==> src/sv/battery_presence_debouncer_defines.svh <==
// Assertion macros for the battery presence debouncer.
`ifndef BATTERY_PRESENCE_DEBOUNCER_DEFINES_SVH
`define BATTERY_PRESENCE_DEBOUNCER_DEFINES_SVH

// Same-cycle implication, disabled in reset.
`define BPD_ASSERT_NOW(label, ante, cons) \
  label: assert property (@(posedge clk) disable iff (rst) (ante) |-> (cons)) \
    else $error("bpd same-cycle check failed");

// Next-cycle implication, disabled in reset.
`define BPD_ASSERT_NEXT(label, ante, cons) \
  label: assert property (@(posedge clk) disable iff (rst) (ante) |=> (cons)) \
    else $error("bpd next-cycle check failed");

`endif

==> src/sv/bpd_pkg.sv <==
package bpd_pkg;

  localparam int ADC_BITS_DEFAULT = 10;

  localparam int THR_W  = 14;
  localparam int CNT_W  = 4;
  localparam int DATA_W = 14;
  localparam int IDX_W  = 2;

  localparam logic [THR_W-1:0] THRESHOLD_RESET = THR_W'(30);
  localparam logic [CNT_W-1:0] DEBOUNCE_RESET  = CNT_W'(3);
  localparam logic [CNT_W-1:0] STUCK_RESET     = CNT_W'(6);

  // mA = code * 25 / 2
  localparam int CURRENT_MULT = 25;

  localparam logic [IDX_W-1:0] REG_THRESHOLD = IDX_W'(0);
  localparam logic [IDX_W-1:0] REG_DEBOUNCE  = IDX_W'(1);
  localparam logic [IDX_W-1:0] REG_STUCK     = IDX_W'(2);

  typedef enum logic {
    OP_POLL       = 1'b0,
    OP_READ_CLEAR = 1'b1
  } op_t;

  typedef enum logic [1:0] {
    CS_NOT_CHARGING = 2'd0,
    CS_TRICKLE      = 2'd1,
    CS_FAST         = 2'd2,
    CS_DONE         = 2'd3
  } charge_state_t;

  typedef struct packed {
    logic [THR_W-1:0] threshold;
    logic [CNT_W-1:0] debounce;
    logic [CNT_W-1:0] stuck;
  } cfg_t;

  typedef struct packed {
    logic present;
    logic inserted;
    logic restart;
  } result_t;

endpackage

==> src/sv/battery_presence_debouncer.sv <==
// Channel  | Handshake                   | Payload
// poll     | poll_valid / poll_stall     | op, input_power_ok, charge_state,
//          |                             | under_voltage, current_code
// result   | result_valid / result_stall | present, inserted, restart_request
// cfg      | cfg_write                   | cfg_index, cfg_data
//
// One item per cycle sustained while result_stall is low; the result is valid after
// poll accept (input register at accept, then state update into the result register).
// Debounce and stuck counters update when an item moves into the result register.
// rst is synchronous and clears state, counters and config to defaults.
// result_stall holds the result register and, once the input register is
// also full, raises poll_stall in the same cycle.
module battery_presence_debouncer #(
  parameter int ADC_BITS = bpd_pkg::ADC_BITS_DEFAULT
) (
  input  logic                       clk,
  input  logic                       rst,
  input  logic                       poll_valid,
  output logic                       poll_stall,
  input  logic                       op,
  input  logic                       input_power_ok,
  input  logic [1:0]                 charge_state,
  input  logic                       under_voltage,
  input  logic [ADC_BITS-1:0]        current_code,
  output logic                       result_valid,
  input  logic                       result_stall,
  output logic                       present,
  output logic                       inserted,
  output logic                       restart_request,
  input  logic                       cfg_write,
  input  logic [bpd_pkg::IDX_W-1:0]  cfg_index,
  input  logic [bpd_pkg::DATA_W-1:0] cfg_data
);

  `include "battery_presence_debouncer_defines.svh"

  bpd_pkg::cfg_t    cfg;
  bpd_pkg::result_t core_res;

  logic                s_valid;
  bpd_pkg::op_t        s_op;
  logic                s_power;
  logic [1:0]          s_cstate;
  logic                s_uv;
  logic [ADC_BITS-1:0] s_code;
  logic                out_free;
  logic                s_fire;
  logic                poll_take;

  assign out_free   = !result_valid || !result_stall;
  assign s_fire     = s_valid && out_free;
  assign poll_stall = s_valid && !out_free;
  assign poll_take  = poll_valid && !poll_stall;

  always_ff @(posedge clk) begin
    if (rst) begin
      s_valid <= 1'b0;
    end else if (poll_take) begin
      s_valid <= 1'b1;
    end else if (s_fire) begin
      s_valid <= 1'b0;
    end
  end

  always_ff @(posedge clk) begin
    if (poll_take) begin
      s_op     <= bpd_pkg::op_t'(op);
      s_power  <= input_power_ok;
      s_cstate <= charge_state;
      s_uv     <= under_voltage;
      s_code   <= current_code;
    end
  end

  bpd_cfg_regs u_cfg (
    .clk       (clk),
    .rst       (rst),
    .cfg_write (cfg_write),
    .cfg_index (cfg_index),
    .cfg_data  (cfg_data),
    .cfg       (cfg)
  );

  bpd_core #(
    .ADC_BITS (ADC_BITS)
  ) u_core (
    .clk            (clk),
    .rst            (rst),
    .fire           (s_fire),
    .cfg            (cfg),
    .op             (s_op),
    .input_power_ok (s_power),
    .charge_state   (s_cstate),
    .under_voltage  (s_uv),
    .current_code   (s_code),
    .res            (core_res)
  );

  always_ff @(posedge clk) begin
    if (rst) begin
      result_valid <= 1'b0;
    end else if (out_free) begin
      result_valid <= s_valid;
    end
  end

  always_ff @(posedge clk) begin
    if (s_fire) begin
      present         <= core_res.present;
      inserted        <= core_res.inserted;
      restart_request <= core_res.restart;
    end
  end

  `BPD_ASSERT_NEXT(a_stage_holds, s_valid && !out_free, s_valid)
  `BPD_ASSERT_NEXT(a_result_drains, result_valid && !result_stall && !s_fire, !result_valid)
  `BPD_ASSERT_NEXT(a_clear_no_restart, s_fire && s_op == bpd_pkg::OP_READ_CLEAR, !restart_request)
  `BPD_ASSERT_NOW(a_stall_needs_item, poll_stall, s_valid && result_valid)

endmodule

==> src/sv/bpd_cfg_regs.sv <==
module bpd_cfg_regs (
  input  logic                       clk,
  input  logic                       rst,
  input  logic                       cfg_write,
  input  logic [bpd_pkg::IDX_W-1:0]  cfg_index,
  input  logic [bpd_pkg::DATA_W-1:0] cfg_data,
  output bpd_pkg::cfg_t              cfg
);

  always_ff @(posedge clk) begin
    if (rst) begin
      cfg.threshold <= bpd_pkg::THRESHOLD_RESET;
      cfg.debounce  <= bpd_pkg::DEBOUNCE_RESET;
      cfg.stuck     <= bpd_pkg::STUCK_RESET;
    end else if (cfg_write) begin
      case (cfg_index)
        bpd_pkg::REG_THRESHOLD: cfg.threshold <= cfg_data[bpd_pkg::THR_W-1:0];
        bpd_pkg::REG_DEBOUNCE:  cfg.debounce  <= cfg_data[bpd_pkg::CNT_W-1:0];
        bpd_pkg::REG_STUCK:     cfg.stuck     <= cfg_data[bpd_pkg::CNT_W-1:0];
        default: ;
      endcase
    end
  end

endmodule

==> src/sv/bpd_core.sv <==
module bpd_core #(
  parameter int ADC_BITS = bpd_pkg::ADC_BITS_DEFAULT
) (
  input  logic                  clk,
  input  logic                  rst,
  input  logic                  fire,
  input  bpd_pkg::cfg_t         cfg,
  input  bpd_pkg::op_t          op,
  input  logic                  input_power_ok,
  input  logic [1:0]            charge_state,
  input  logic                  under_voltage,
  input  logic [ADC_BITS-1:0]   current_code,
  output bpd_pkg::result_t      res
);

  localparam int PROD_W = ADC_BITS + 5;
  localparam int MA_W   = PROD_W - 1;
  localparam int CMP_W  = (MA_W > bpd_pkg::THR_W) ? MA_W : bpd_pkg::THR_W;
  localparam logic [PROD_W-1:0] MULT = PROD_W'(bpd_pkg::CURRENT_MULT);

  logic                      present_state;
  logic                      present_state_next;
  logic [bpd_pkg::CNT_W-1:0] mismatch_count;
  logic [bpd_pkg::CNT_W-1:0] mismatch_count_next;
  logic                      inserted_flag;
  logic                      inserted_flag_next;
  logic [bpd_pkg::CNT_W-1:0] stuck_count;
  logic [bpd_pkg::CNT_W-1:0] stuck_count_next;

  logic [PROD_W-1:0]         prod;
  logic [CMP_W-1:0]          ma_ext;
  logic [CMP_W-1:0]          thr_ext;
  logic                      raw;
  logic                      restart;
  logic [bpd_pkg::CNT_W-1:0] stuck_inc;
  logic [bpd_pkg::CNT_W-1:0] mismatch_inc;
  bpd_pkg::charge_state_t    cs;

  assign cs      = bpd_pkg::charge_state_t'(charge_state);
  assign prod    = {5'd0, current_code} * MULT;
  assign ma_ext  = CMP_W'(prod[PROD_W-1:1]);
  assign thr_ext = CMP_W'(cfg.threshold);

  always_comb begin
    if (!input_power_ok) begin
      raw = !under_voltage;
    end else if (cs == bpd_pkg::CS_TRICKLE || cs == bpd_pkg::CS_DONE) begin
      raw = 1'b1;
    end else begin
      raw = ma_ext > thr_ext;
    end
  end

  assign stuck_inc    = stuck_count + bpd_pkg::CNT_W'(1);
  assign mismatch_inc = mismatch_count + bpd_pkg::CNT_W'(1);

  always_comb begin
    present_state_next  = present_state;
    mismatch_count_next = mismatch_count;
    inserted_flag_next  = inserted_flag;
    stuck_count_next    = stuck_count;
    restart             = 1'b0;
    res.present         = present_state;
    res.inserted        = inserted_flag;
    res.restart         = 1'b0;
    if (op == bpd_pkg::OP_READ_CLEAR) begin
      inserted_flag_next = 1'b0;
    end else begin
      if (input_power_ok && !raw) begin
        if (stuck_inc >= cfg.stuck) begin
          stuck_count_next = '0;
          restart          = 1'b1;
        end else begin
          stuck_count_next = stuck_inc;
        end
      end else begin
        stuck_count_next = '0;
      end

      if (raw == present_state) begin
        mismatch_count_next = '0;
      end else if (mismatch_inc >= cfg.debounce) begin
        if (!present_state && raw) begin
          inserted_flag_next = 1'b1;
        end
        present_state_next  = raw;
        mismatch_count_next = '0;
      end else begin
        mismatch_count_next = mismatch_inc;
      end

      res.present  = present_state_next;
      res.inserted = inserted_flag_next;
      res.restart  = restart;
    end
  end

  always_ff @(posedge clk) begin
    if (rst) begin
      present_state  <= 1'b0;
      mismatch_count <= '0;
      inserted_flag  <= 1'b0;
      stuck_count    <= '0;
    end else if (fire) begin
      present_state  <= present_state_next;
      mismatch_count <= mismatch_count_next;
      inserted_flag  <= inserted_flag_next;
      stuck_count    <= stuck_count_next;
    end
  end

endmodule

==> config.mk <==
export PLATFORM = sky130hd
export DESIGN_NAME = battery_presence_debouncer
export DESIGN_NICKNAME = d
export VERILOG_FILES = /design/src/sv/bpd_pkg.sv /design/src/sv/battery_presence_debouncer.sv /design/src/sv/bpd_cfg_regs.sv /design/src/sv/bpd_core.sv
export VERILOG_INCLUDE_DIRS = /design/src /design/src/sv
export SDC_FILE = /design/constraint.sdc
export NUM_CORES = 1
export LEC_CHECK = 0
export BUFFER_PORTS_ARGS = -buffer_cell sky130_fd_sc_hd__buf_4
export CORE_UTILIZATION = 40
export DETAILED_ROUTE_END_ITERATION = 10
export SETUP_SLACK_MARGIN = 0.4
export SLEW_MARGIN = 20
export SYNTH_ARGS = -nofsm -noshare
export SYNTH_HDL_FRONTEND = slang
export SYNTH_SLANG_ARGS = --single-unit
==> constraint.sdc <==
create_clock -name clk -period 9.94 [get_ports clk]
set_input_delay 1.988 -clock clk [delete_from_list [all_inputs] [get_ports clk]]
set_output_delay 1.988 -clock clk [all_outputs]
set_load 0.05 [all_outputs]
-- Word-level counts from Yosys, hierarchy flattened
Index checks and enable logic that the tools add are counted.
- register bits: 52
- latch bits: 0
- RAM bits: 0
- memory bits (read-only): 0
- bits of input ports: 36
- output and inout port bits: 5
- logic and storage cells: 68
- memories: 0
- add/subtract/negate cells: 2
- $mul: 1
- divide/modulo/power cells: 0
- order comparisons: 3
- equality and inequality tests: 5
- shift-type cells: 0
- mux-type cells: 17
- bitwise logic cells: 2
- reduce and logical (&&, ||, !) cells: 21
- operators with widths (kind ; count):
    $mux 4 ; 4
    $mul 10x5->15 const B ; 1
    $gt 14x14->1 ; 1
    $mux 1 ; 12
    $add 4x1->4 const B ; 2
    $ge 4x4->1 ; 2
    $reduce_and 2->1 ; 4
    $logic_not 1->1 ; 7
    $logic_and 1x1->1 ; 5
    $eq 2x1->1 const B ; 2
    $eq 2x2->1 const B ; 2
    $mux 3 ; 1
    $logic_not 2->1 ; 1
    $logic_or 1x1->1 ; 2
    $not 1->1 ; 2
    $reduce_bool 2->1 ; 1
    $reduce_or 2->1 ; 1
    $eq 1x1->1 ; 1

-- Logic depth before layout (Yosys ltp)
Gate-level depths: netlist (run 1).
- word-level depth: 9
- gate-level depth with buffers: 21
- depth with buffers taken out: 21

-- By module
A second synthesis (run 1) with hierarchy kept.
- cells, all modules: 369
- area, all modules: 3589.7 µm²
- by module, submodules not included (module ; times used ; cells each ; area an instance (µm²) ; seq. area each (µm²)):
    bpd_core ; 1 ; 249 ; 2021.9 ; 200.2
    bpd_cfg_regs ; 1 ; 92 ; 940.9 ; 440.4
    battery_presence_debouncer ; 1 ; 28 ; 626.9 ; 580.6

-- Least setup slack after synthesis (run 1)
Ideal clock, no wire load.
- path type: flip-flop to flip-flop
- start point: register s_code[3]
- end point: register u_core.mismatch_count[2] in the netlist's numbering
- setup time: 0.070 ns
- data arrival time: 4.516 ns
- required time: 9.870 ns
- slack: 5.353 ns
- stages on the path, launching flop included: 22
- path buffers: 0
- period minus slack after synthesis: 4.587 ns
- cell sequence: edfxtp_1 -> ha_1 -> ha_1 -> inv_1 -> fa_1 -> inv_1 -> ha_1 -> o21ai_0 -> inv_1 -> and2_1 -> o21ai_0 -> o211ai_1 -> ha_1 -> and4_1 -> nand4_1 -> nor3_1 -> a21oi_2 -> and2_2 -> ha_1 -> a21oi_1 -> nand4b_1 -> a21oi_1
- cells in the longest elaborated chain, start to end: 6
- ends and longest elaborated chain (element ; RTL line ; source):
    start: declaration ; battery_presence_debouncer.sv:45 ; logic [ADC_BITS-1:0] s_code;
    start signal: assignment ; battery_presence_debouncer.sv:71 ; s_code <= current_code;
    $mul 10x5->15 ; bpd_core.sv:40 ; assign prod = {5'd0, current_code} * MULT;
    $gt 14x14->1 ; bpd_core.sv:50 ; raw = ma_ext > thr_ext;
    $mux 1 ; bpd_core.sv:47 ; end else if (cs == bpd_pkg::CS_TRICKLE || cs == bpd_pkg::CS_DONE) begin
    $mux 1 ; bpd_core.sv:45 ; if (!input_power_ok) begin
    $eq 1x1->1 ; bpd_core.sv:80 ; if (raw == present_state) begin
    $mux 4 ; bpd_core.sv:80 ;
    end signal: assignment ; bpd_core.sv:106 ; mismatch_count <= mismatch_count_next;
    end: declaration ; bpd_core.sv:23 ; logic [bpd_pkg::CNT_W-1:0] mismatch_count;
No other way between the ends.
A chain may end at the register's enable or synchronous reset.

-- Final worst setup path (run 1)
- start point: register s_code[2]
- end point: register u_core.mismatch_count[2] in the netlist's numbering
The elaborated chain is that of the path after synthesis.

==> metrics, run 1 <==
setup TNS=0 ps; worst slack after detailed placement=between 4000 and 5000 ps; CTS hold repair buffers=0; clock latency reported for the late side of the worst-skew pair=~310 ps; detailed-route wire length per cell=around 12 um; library cells used by synthesis=between 50 and 60; routed wire length=6250 um; Crit path max-delay family=adder cells; hold path start=u_cfg.cfg[20]; overall die height=94.0 um; crit path DAT=5430 ps; Post-synth EDFFs=17; total of fill cells in the finished design=810; Starting Density=41.2%; floorplan die area=0.00883 mm^2; overflow left after global routing=0; async set or reset register ratio after synthesis=0%; pin count of the biggest net entering global routing=25; final standard cell area without fillers=0.00389 mm^2; core area=0.00822 mm^2; detailed-route vias per instance=4.95; synthesized netlist net count=461; post-route ant nets=0; number of core rows=33; outcome=finished clean; Die W=94.0 um; via count of the first global-routing pass=2411; Top FF cell, synth=sky130_fd_sc_hd__dfxtp_1; maximum net fanout on the critical path=7; total DRC errors in the routed layout=0; final critical-path required period=5180 ps; leakage power figure=between 1.5 and 2 nW; violation count after the first detailed-route iteration=100; category of the worst setup path launch point=register; number of failing setup endpoints in the final timing report=0; Global Route Usage Sum=between 10% and 20%; half-perimeter wire length after detailed placement=~5000 um; cell breakdown of the critical path=ha_1 -> ha_1 -> fa_1 -> ha_1 -> nor2b_1 -> o21ai_0 -> a21o_1 -> a21oi_1 -> o311ai_0 -> ha_1 -> and4_1 -> nand4_1 -> a21o_1 -> a21oi_2 -> and2_2 -> ha_1 -> a21oi_1 -> nand4b_1 -> a21oi_1; Tightest Pin Transition=984 ps; total placed instance area=between 0.003 and 0.004 mm^2; CP Buf/Inv Count=0; fraction of layout instances using a drive strength above 1=14.1%; top-count cell post-synth=sky130_fd_sc_hd__ha_1; Worst Path Required=10190 ps; critical path start-end classification=register to register; critical path's slowest cell=sky130_fd_sc_hd__fa_1; final RePlAce weighted congestion=0.744; I/O pins=41; cell at the root of the clock tree=sky130_fd_sc_hd__clkbuf_8; hold crit path type=register to register; post-layout worst setup margin=4760 ps; synth warn=0; unrepaired setup endpoints after global routing=false; Setup Buffers After CTS=0; hold slack final=~460 ps; count of mapped cells out of synthesis=361; clock skew=9.03 ps; buffers added on ports=39; global-route wire length before repair=10900 um; maximum cell stage delay along the critical path=460 ps; Resized Gates After CTS=0; synthesis-stage register bit count=slightly above 50; vias after detailed routing=approximately 2500; mean instance size in the synthesized netlist=9.37 um^2; most frequent cell on the critical path=sky130_fd_sc_hd__ha_1; NumNets Final=503; initial antenna violation count=0; share of the yosys chip area belonging to registers=35.2%; top post-synthesis cells by area=sky130_fd_sc_hd__ha_1 (22%), sky130_fd_sc_hd__dfxtp_1 (20%), sky130_fd_sc_hd__edfxtp_1 (15%); TritonCTS Buffers=5; buffer depth of the longest clock path=2; post-synthesis instance area=0.00338 mm^2; number of max-cap violations=0; number of clock sinks seen by CTS=51; final-report max-slew violation count=0; Relative slew margins=about 34%; clock edge transition at the registers on the reported setup and hold paths=110 ps; maximum level of the CTS H-tree=2; Diodes inserted=0; detailed-router iteration count before antenna repair=4; Power Density=141 mW/mm^2; Peak VDD IR=68.4 uV; top cell type by total area after synthesis=sky130_fd_sc_hd__ha_1; share of the synthesized area in the top cell type=21.8%; total area of multi-input combinational cells=0.00199 mm^2; TritonCTS clock tree=yes; CP Capture Type=register; most common library cells after synthesis=sky130_fd_sc_hd__ha_1 (59), sky130_fd_sc_hd__inv_1 (49), sky130_fd_sc_hd__nand2_1 (42); Area growth, synth to finish=15.0%; highest clock frequency the design can meet=193 MHz; Sequential Area=0.00119 mm^2; Final Cycle Share=52.1%; start point of the critical path=s_code[2]; critical register-to-register path startpoint=s_code[2]; Final Hold Viols=0
-- final cells by class --
| type | count | share of cell area [%] |
|---|---|---|
| Tap cell | 105 | 3.38 |
| Multi-Input combinational cell | 256 | 51.2 |
| Clock inverter | 3 | 0.675 |
| Clock buffer | 5 | 1.77 |
| Inverter | 50 | 4.82 |
| Sequential cell | 51 | 30.6 |
| Timing Repair Buffer | 39 | 7.53 |
-- tightest hold or removal path: stages, from the launching register on --
cell	delay, ps
sky130_fd_sc_hd__dfxtp_1	320
sky130_fd_sc_hd__nand2_1	50
sky130_fd_sc_hd__a21oi_1	50
-- layout by cell type (no fill, tap or decap), drive strengths merged, types with 2 or more instances in the layout --
cell type,count
and2,3
or3,2
nor2b,5
edfxtp,17
o31ai,4
a21oi,26
nor3,6
inv,52
mux2i,5
a211oi,2
nor2,14
xnor2,6
buf,39
o211ai,5
a31o,2
dfxtp,34
fa,5
ha,59
nand3,8
o21ai,12
nand2,42
and3,2
a21o,6
nand2b,6
clkbuf,5
nor3b,2
a2111oi,2
xor2,6
nand3b,6
nand4,2
-- path summary, 6_finish.rpt --
check / end / cells after the start / slack (ps)
worst max register to register: u_core.mismatch_count[2] / 19 / 4760
worst max-delay path: u_core.mismatch_count[2] / 19 / 4760
worst min-delay path: u_cfg.cfg[20] / 2 / 460
worst min register to register: u_cfg.cfg[20] / 2 / 460
-- power by group --
part           internal [mW]  total, mW  leakage, nW  switching (mW)
registers              0.224      0.229        0.444         0.00524
clock network         0.0526      0.130       0.0510          0.0778
logic                 0.0885      0.189         1.31           0.101
total                  0.365      0.549         1.80           0.184
-- registers in the layout, indices dropped and copies added (netlist names), 4 cells and up --
name / flops
u_cfg.cfg: 22
s_code: 10
u_core.mismatch_count: 4
u_core.stuck_count: 4
-- per-layer routing --
| layer | GRT usage [%] | share of wire, % | vias up |
|---|---|---|---|
| li1 | - | - | 1345 |
| met1 | 19.4 | 47 | 1139 |
| met2 | 27.2 | 49 | 36 |
| met3 | 3.32 | 3.7 | 2 |
| met4 | 4.87 | 0.48 | 0 |
| met5 | 0 | 0 | - |
-- through the flow --
stage | utilization, % | power (mW) | std cells
floorplan | - | 0.376 | 361
global placement | 46.2 | 0.417 | 501
detailed placement | 46.2 | 0.425 | 501
CTS | 47.3 | 0.557 | 509
global route | 47.3 | 0.597 | 509
finish | 47.3 | 0.549 | 509
-- kinds of logic (layout without fill, tap and decap cells) --
| family | after synthesis | count (layout) | synth area share, % |
|---|---|---|---|
| AND/OR/NAND/NOR | 105 | 105 | 15.5 |
| AO/OA/AOI/OAI | 70 | 70 | 13.9 |
| adder cells (fa/ha/maj) | 64 | 64 | 24.8 |
| buffers and inverters | 54 | 97 | 5.99 |
| flip-flops | 51 | 51 | 35.2 |
| XOR/XNOR | 12 | 12 | 3.11 |
| multiplexers | 5 | 5 | 1.48 |
(Power assumes the default switching activity.)
==> run 2, diff against run 1 <==
==> constraint.sdc (replaced) <==
create_clock -name clk -period 4.81 [get_ports clk]
set_input_delay 0.962 -clock clk [delete_from_list [all_inputs] [get_ports clk]]
set_output_delay 0.962 -clock clk [all_outputs]
set_load 0.05 [all_outputs]
==> run 2 against run 1 <==
Worst hold slack gained 5.6 ps. Cell area grew 11%. Sequential power grew 110%. Fmax grew 11%. Via count grew 4.1%. Clock power grew 100%. Routed wire length grew 9.0%. Final cell count grew 3.5%.
==> metrics, run 2 (synthesis results as in run 1) <==
outcome=finished clean (unchanged); flip-flop count of the largest register, all copies and words added=22 (unchanged); CP Capture Type=register (unchanged); Peak VDD IR=139 uV (was 68.4 uV); maximum level of the CTS H-tree=2 (unchanged); fraction of layout instances using a drive strength above 1=24.9% (was 14.1%); setup TNS=0 ps (unchanged); global-route wire length before repair=10900 um (about the same); Largest regs=u_cfg.cfg x22, s_code x10 (unchanged); clock edge transition at the registers on the reported setup and hold paths=100 ps (was 110 ps); clock skew=11.9 ps (was 9.03 ps); unrepaired setup endpoints after global routing=true (was false); via count of the first global-routing pass=2472 (was 2411); Final Cycle Share=97.0% (was 52.1%); post-layout worst setup margin=146 ps (was 4760 ps); overflow left after global routing=0 (unchanged); clock latency reported for the late side of the worst-skew pair=320 ps (was 310 ps); number of max-cap violations=0 (unchanged); Power Density=291 mW/mm^2 (was 141 mW/mm^2); final-report max-slew violation count=0 (unchanged); final RePlAce weighted congestion=0.759 (was 0.744); post-route ant nets=0 (unchanged); vias after detailed routing=2625 (was 2522); highest clock frequency the design can meet=214 MHz (was 193 MHz); leakage power figure=1.93 nW (was 1.80 nW); Area growth, synth to finish=27.3% (was 15.0%); number of failing setup endpoints in the final timing report=0 (unchanged); violation count after the first detailed-route iteration=65 (was 100); critical path start-end classification=register to register (unchanged); category of the worst setup path launch point=register (unchanged); detailed-router iteration count before antenna repair=4 (unchanged); Diodes inserted=0 (unchanged); core area=0.00822 mm^2 (unchanged); buffers added on ports=39 (unchanged); hold slack final=468 ps (was 463 ps); detailed-route wire length on metal 1=3200 um (was 2940 um); crit path DAT=4900 ps (was 5430 ps); Starting Density=41.2% (unchanged); maximum net fanout on the critical path=3 (was 7); half-perimeter wire length after detailed placement=5030 um (was 5080 um); Tightest Pin Transition=1090 ps (was 984 ps); total placed instance area=0.00386 mm^2 (was 0.00379 mm^2); detailed-routed wire length on met3=198 um (was 232 um); pin count of the biggest net entering global routing=25 (unchanged); total DRC errors in the routed layout=0 (unchanged); I/O pins=41 (unchanged); final standard cell area without fillers=0.00431 mm^2 (was 0.00389 mm^2); Global Route Usage Sum=15.7% (about the same); number of clock sinks seen by CTS=51 (unchanged); commonest non-fill, non-tap cells in the layout=sky130_fd_sc_hd__buf_4 (55), sky130_fd_sc_hd__ha_1 (50), sky130_fd_sc_hd__inv_1 (47), sky130_fd_sc_hd__nand2_1 (42), sky130_fd_sc_hd__dfxtp_1 (34) (was sky130_fd_sc_hd__ha_1 (59), sky130_fd_sc_hd__inv_1 (49), sky130_fd_sc_hd__nand2_1 (42), sky130_fd_sc_hd__buf_4 (39), sky130_fd_sc_hd__dfxtp_1 (34)); detailed-route vias per instance=4.98 (was 4.95); TritonCTS Buffers=5 (unchanged); detailed-route wire length per cell=12.9 um (was 12.3 um); cell at the root of the clock tree=sky130_fd_sc_hd__clkbuf_8 (unchanged); Die W=94.0 um (unchanged); register with the most flip-flops=u_cfg.cfg (unchanged); length of routed met2 wiring=3350 um (was 3040 um); number of core rows=33 (unchanged); final critical-path required period=4660 ps (was 5180 ps); most common library cell in the layout ignoring fill and taps=sky130_fd_sc_hd__buf_4 (was sky130_fd_sc_hd__ha_1); start point of the critical path=s_code[3] (was s_code[2]); routed wire length=6810 um (was 6250 um); NumNets Final=521 (was 503); overall die height=94.0 um (unchanged); Worst Path Required=5050 ps (was 10190 ps); Relative slew margins=27.0% (was 34.1%); initial antenna violation count=0 (unchanged); top layer reached by signal wires=met4 (unchanged); TritonCTS clock tree=yes (unchanged); Final Hold Viols=0 (unchanged); hold crit path type=register to register (unchanged); hold path start=u_cfg.cfg[21] (was u_cfg.cfg[20]); buffer depth of the longest clock path=2 (unchanged); critical register-to-register path startpoint=s_code[3] (was s_code[2]); floorplan die area=0.00883 mm^2 (unchanged); worst slack after detailed placement=41.5 ps (was 4760 ps)
[run 2: report_power, final]
group / leakage, nW / total, mW / internal, mW / switching, mW
clock: 0.0506 / 0.266 / 0.108 / 0.158
sequential: 0.444 / 0.474 / 0.462 / 0.0113
combinational: 1.43 / 0.514 / 0.261 / 0.253
[run 2: repair_timing]
| item | 4_1_cts | 5_1_grt |
|---|---|---|
| pin swaps | 5 | 32 |
| endpoints found under the setup margin | 7 | 13 |
| hold buffers | 0 | 0 |
| gates cloned | 0 | 0 |
| setup buffers | 9 | 8 |
| resized for setup | 6 | 32 |
[run 2: final timing paths]
path | to | slack (ps) | cells past startpoint
worst max-delay path | u_core.inserted_flag | 150 | 19
worst max register to register | u_core.inserted_flag | 150 | 19
worst min register to register | u_cfg.cfg[21] | 470 | 2
worst min-delay path | u_cfg.cfg[21] | 470 | 2
[run 2: through the flow]
step / util (%) / power (mW) / cells
finish: 52.4 / 1.25 / 527
global route: 52.4 / 1.35 / 527
CTS: 49.2 / 1.20 / 519
detailed placement: 47.0 / 0.898 / 502
global placement: 47.0 / 0.887 / 502
floorplan: - / 0.798 / 361
[run 2: area by class of cell]
cell class | count | area (um^2)
Fill cell | 756 | 3910
Timing Repair Buffer | 57 | 439
Clock inverter | 3 | 26.3
Tap cell | 105 | 131
Sequential cell | 51 | 1190
Inverter | 50 | 188
Multi-Input combinational cell | 256 | 2260
Clock buffer | 5 | 68.8
[run 2: metal layers]
metal,track usage (%),vias to the layer above
met2,27.3,29
li1,-,1373
met1,19.7,1217
met3,3.16,6
met4,4.10,0
met5,0,-
[run 2: critical path, cell delays in order, from the launching register on]
cell	delay (ps)
sky130_fd_sc_hd__edfxtp_1	490
sky130_fd_sc_hd__ha_4	320
sky130_fd_sc_hd__ha_4	190
sky130_fd_sc_hd__fa_1	580
sky130_fd_sc_hd__ha_4	220
sky130_fd_sc_hd__nor2b_4	120
sky130_fd_sc_hd__o21ai_2	140
sky130_fd_sc_hd__a21o_1	190
sky130_fd_sc_hd__nand2b_1	80
sky130_fd_sc_hd__xor2_1	160
sky130_fd_sc_hd__ha_1	320
sky130_fd_sc_hd__and2_4	170
sky130_fd_sc_hd__a221o_1	350
sky130_fd_sc_hd__a221oi_4	320
sky130_fd_sc_hd__a21oi_4	100
sky130_fd_sc_hd__and2_4	150
sky130_fd_sc_hd__ha_4	260
sky130_fd_sc_hd__nor2b_4	120
sky130_fd_sc_hd__a41oi_2	100
sky130_fd_sc_hd__a211oi_2	200
==> run 3, diff against run 2 <==
--- a/config.mk
+++ b/config.mk
@@ -6,6 +6,7 @@
 export SDC_FILE = /design/constraint.sdc
 export NUM_CORES = 1
 export LEC_CHECK = 0
+export ABC_AREA = 1
 export BUFFER_PORTS_ARGS = -buffer_cell sky130_fd_sc_hd__buf_4
 export CORE_UTILIZATION = 40
 export DETAILED_ROUTE_END_ITERATION = 10
==> constraint.sdc (replaced) <==
create_clock -name clk -period 5.1 [get_ports clk]
set_input_delay 0.51 -clock clk [delete_from_list [all_inputs] [get_ports clk]]
set_output_delay 0.51 -clock clk [all_outputs]
set_load 0.05 [all_outputs]
==> run 3 against run 2 <==
Worst hold slack got worse by 100 ps. Critical endpoint is now inserted. Sequential cell count is the same. Largest power group unchanged. Final cell count is 5.7% higher. Total power rose by 3.8%.
==> metrics, run 3 <==
leakage power figure=2.02 nW (was 1.93 nW); half-perimeter wire length after detailed placement=4850 um (was 5030 um); cell at the root of the clock tree=sky130_fd_sc_hd__clkbuf_8 (unchanged); share of the yosys chip area belonging to registers=34.8% (was 35.2%); floorplan die area=0.00893 mm^2 (was 0.00883 mm^2); final-report max-slew violation count=0 (unchanged); flip-flop count of the largest register, all copies and words added=22 (unchanged); Final Hold Viols=0 (unchanged); Die W=94.5 um (was 94.0 um); pin count of the biggest net entering global routing=24 (was 25); Diodes inserted=0 (unchanged); fraction of layout instances using a drive strength above 1=21.9% (was 24.9%); count of mapped cells out of synthesis=396 (was 361); top post-synthesis cells by area=sky130_fd_sc_hd__ha_1 (22%), sky130_fd_sc_hd__dfxtp_1 (20%), sky130_fd_sc_hd__edfxtp_1 (15%) (unchanged); top-count cell post-synth=sky130_fd_sc_hd__inv_1 (was sky130_fd_sc_hd__ha_1); detailed-route wire length per cell=11.7 um (was 12.9 um); global-route wire length before repair=10300 um (was 10900 um); detailed-router iteration count before antenna repair=4 (unchanged); share of the synthesized area in the top cell type=21.6% (was 21.8%); TritonCTS Buffers=5 (unchanged); via count of the first global-routing pass=2343 (was 2472); top cell type by total area after synthesis=sky130_fd_sc_hd__ha_1 (unchanged); post-route ant nets=0 (unchanged); Post-synth EDFFs=17 (unchanged); synthesis-stage register bit count=51 (unchanged); overall die height=94.5 um (was 94.0 um); synthesized netlist net count=496 (was 461); maximum net fanout on the critical path=5 (was 3); number of max-cap violations=0 (unchanged); commonest non-fill, non-tap cells in the layout=sky130_fd_sc_hd__inv_1 (75), sky130_fd_sc_hd__nand2_1 (58), sky130_fd_sc_hd__buf_4 (52), sky130_fd_sc_hd__ha_1 (49), sky130_fd_sc_hd__dfxtp_1 (34) (was sky130_fd_sc_hd__buf_4 (55), sky130_fd_sc_hd__ha_1 (50), sky130_fd_sc_hd__inv_1 (47), sky130_fd_sc_hd__nand2_1 (42), sky130_fd_sc_hd__dfxtp_1 (34)); met2 usage in global routing=22.6% (was 27.3%); Peak VDD IR=132 uV (was 139 uV); grt peak-use layer=met2 (unchanged); Worst Path Required=5160 ps (was 5050 ps); crit path DAT=4590 ps (was 4900 ps); initial antenna violation count=0 (unchanged); violation count after the first detailed-route iteration=52 (was 65); Global Route Usage Sum=14.8% (was 15.7%); buffer depth of the longest clock path=2 (unchanged); number of clock sinks seen by CTS=51 (unchanged); met1 layer usage reported by global route=20.9% (was 19.7%); clock latency reported for the late side of the worst-skew pair=310 ps (was 320 ps); core area=0.00826 mm^2 (was 0.00822 mm^2); count of placed standard cells in the final layout, fillers left out=557 (was 527); number of core rows=33 (unchanged); number of failing setup endpoints in the final timing report=0 (unchanged); I/O pins=41 (unchanged); detailed-route vias per instance=4.82 (was 4.98); total DRC errors in the routed layout=0 (unchanged); highest clock frequency the design can meet=221 MHz (was 214 MHz); unrepaired setup endpoints after global routing=false (was true); clock skew=8.60 ps (was 11.9 ps); power consumption=1.30 mW (was 1.25 mW); total of fill cells in the finished design=773 (was 756); Final Cycle Share=88.8% (was 97.0%); Area growth, synth to finish=22.9% (was 27.3%); synth warn=0 (unchanged); clock edge transition at the registers on the reported setup and hold paths=100 ps (about the same); final RePlAce weighted congestion=0.779 (was 0.759); async set or reset register ratio after synthesis=0% (unchanged); Starting Density=41.4% (was 41.2%); critical path start-end classification=register to register (unchanged); TritonCTS clock tree=yes (unchanged); vias after detailed routing=2687 (was 2625); register with the most flip-flops=u_cfg.cfg (unchanged); most common library cells after synthesis=sky130_fd_sc_hd__inv_1 (76), sky130_fd_sc_hd__nand2_1 (60), sky130_fd_sc_hd__ha_1 (59) (was sky130_fd_sc_hd__ha_1 (59), sky130_fd_sc_hd__inv_1 (49), sky130_fd_sc_hd__nand2_1 (42)); Tightest Pin Transition=593 ps (was 1090 ps); buffers added on ports=39 (unchanged); Largest regs=u_cfg.cfg x22, s_code x10 (unchanged); Top FF cell, synth=sky130_fd_sc_hd__dfxtp_1 (unchanged); CP Capture Type=register (unchanged); number of placed instances with taps included=535 (was 502); routed wire length=6500 um (was 6810 um); hold crit path type=input pin to register (was register to register); most common library cell in the layout ignoring fill and taps=sky130_fd_sc_hd__inv_1 (was sky130_fd_sc_hd__buf_4); NumNets Final=551 (was 521); category of the worst setup path launch point=register (unchanged); Relative slew margins=60.4% (was 27.0%); mean instance size in the synthesized netlist=8.64 um^2 (was 9.37 um^2); maximum level of the CTS H-tree=2 (unchanged); outcome=finished clean (unchanged); overflow left after global routing=0 (unchanged); post-synthesis instance area=0.00342 mm^2 (was 0.00338 mm^2); library cells used by synthesis=35 (was 51); met3 routing resource usage after global routing=3.14% (was 3.16%); setup TNS=0 ps (unchanged); Power Density=310 mW/mm^2 (was 291 mW/mm^2); final critical-path required period=4530 ps (was 4660 ps)
==> run 3: worst paths after layout <==
check	startpoint	end	slack, ps	cells after the start
max	s_code[5]	inserted	570	25
min	current_code[8]	s_code[8]	370	1
max reg2reg	s_code[5]	inserted	570	25
min reg2reg	u_cfg.cfg[6]	u_cfg.cfg[6]	470	2
==> run 3: metal layers <==
| layer | share of wire (%) | routed length (um) |
|---|---|---|
| met1 | 50 | 3220 |
| met4 | 1.1 | 74 |
| met3 | 4.0 | 261 |
| met5 | 0 | 0 |
| met2 | 45 | 2940 |
==> run 3: worst max-delay path: stages, from the launching register on <==
cell and delay, ps:
sky130_fd_sc_hd__edfxtp_1 450, sky130_fd_sc_hd__ha_1 320, sky130_fd_sc_hd__ha_1 280, sky130_fd_sc_hd__inv_1 50
sky130_fd_sc_hd__fa_1 490, sky130_fd_sc_hd__inv_1 60, sky130_fd_sc_hd__ha_4 320, sky130_fd_sc_hd__nand2_4 70
sky130_fd_sc_hd__nor3_4 190, sky130_fd_sc_hd__buf_4 130, sky130_fd_sc_hd__nand3_1 70, sky130_fd_sc_hd__o2111ai_1 110
sky130_fd_sc_hd__xor2_1 170, sky130_fd_sc_hd__ha_1 260, sky130_fd_sc_hd__nand2_1 100, sky130_fd_sc_hd__inv_1 50
sky130_fd_sc_hd__nand2_1 60, sky130_fd_sc_hd__nand2_1 40, sky130_fd_sc_hd__a21oi_1 120, sky130_fd_sc_hd__nand2_1 80
sky130_fd_sc_hd__nand2_2 110, sky130_fd_sc_hd__a21boi_2 80, sky130_fd_sc_hd__ha_4 310, sky130_fd_sc_hd__inv_1 50
sky130_fd_sc_hd__a31oi_2 190, sky130_fd_sc_hd__o21ai_1 100
==> run 3: what timing repair did <==
| item | in CTS | in global routing |
|---|---|---|
| endpoints found under the hold margin | 0 | 0 |
| gates resized for setup | 6 | 22 |
| setup buffers | 5 | 9 |
| pin swaps | 1 | 20 |
| endpoints found under the setup margin | 5 | 6 |
| hold buffers | 0 | 0 |
==> run 3: layout make-up <==
class,instances,area [um^2],share of cell area (%)
repair buffers,53,402,9.55
inverters,80,300,7.14
multi-input cells,260,2060,49.0
clock buffers,6,82.6,1.96
clock inverters,2,38.8,0.923
flip-flops and latches,51,1190,28.3
well taps,105,131,3.13
==> run 3: cell families (layout without fill, tap and decap cells) <==
family          count (synthesis)  after routing  synth area share (%)
compound gates                 71             71                  11.9
buf+inv                        85            141                  9.58
simple gates                  111            111                  15.6
fa+ha+maj                      64             64                  24.5
xor+xnor                       14             14                  3.58
flops                          51             51                  34.8
==> run 3: where the power goes <==
group	total, mW	internal, mW	leakage, nW	switching, mW
combinational	0.547	0.249	1.51	0.299
sequential	0.450	0.440	0.444	0.0103
clock	0.304	0.162	0.0618	0.143
total	1.30	0.850	2.02	0.451
==> run 3: stage by stage <==
step | worst slack [ps] | area, um^2 | hold slack [ps] | util [%]
2_1_floorplan | 705 | 3420 | 435 | -
3_3_place_gp | 353 | 3820 | 453 | 46.2
3_5_place_dp | 292 | 3820 | 464 | 46.2
4_1_cts | 407 | 4010 | 359 | 48.6
5_1_grt | 331 | 4200 | 351 | 50.9
6_report | 571 | 4200 | 367 | 50.9
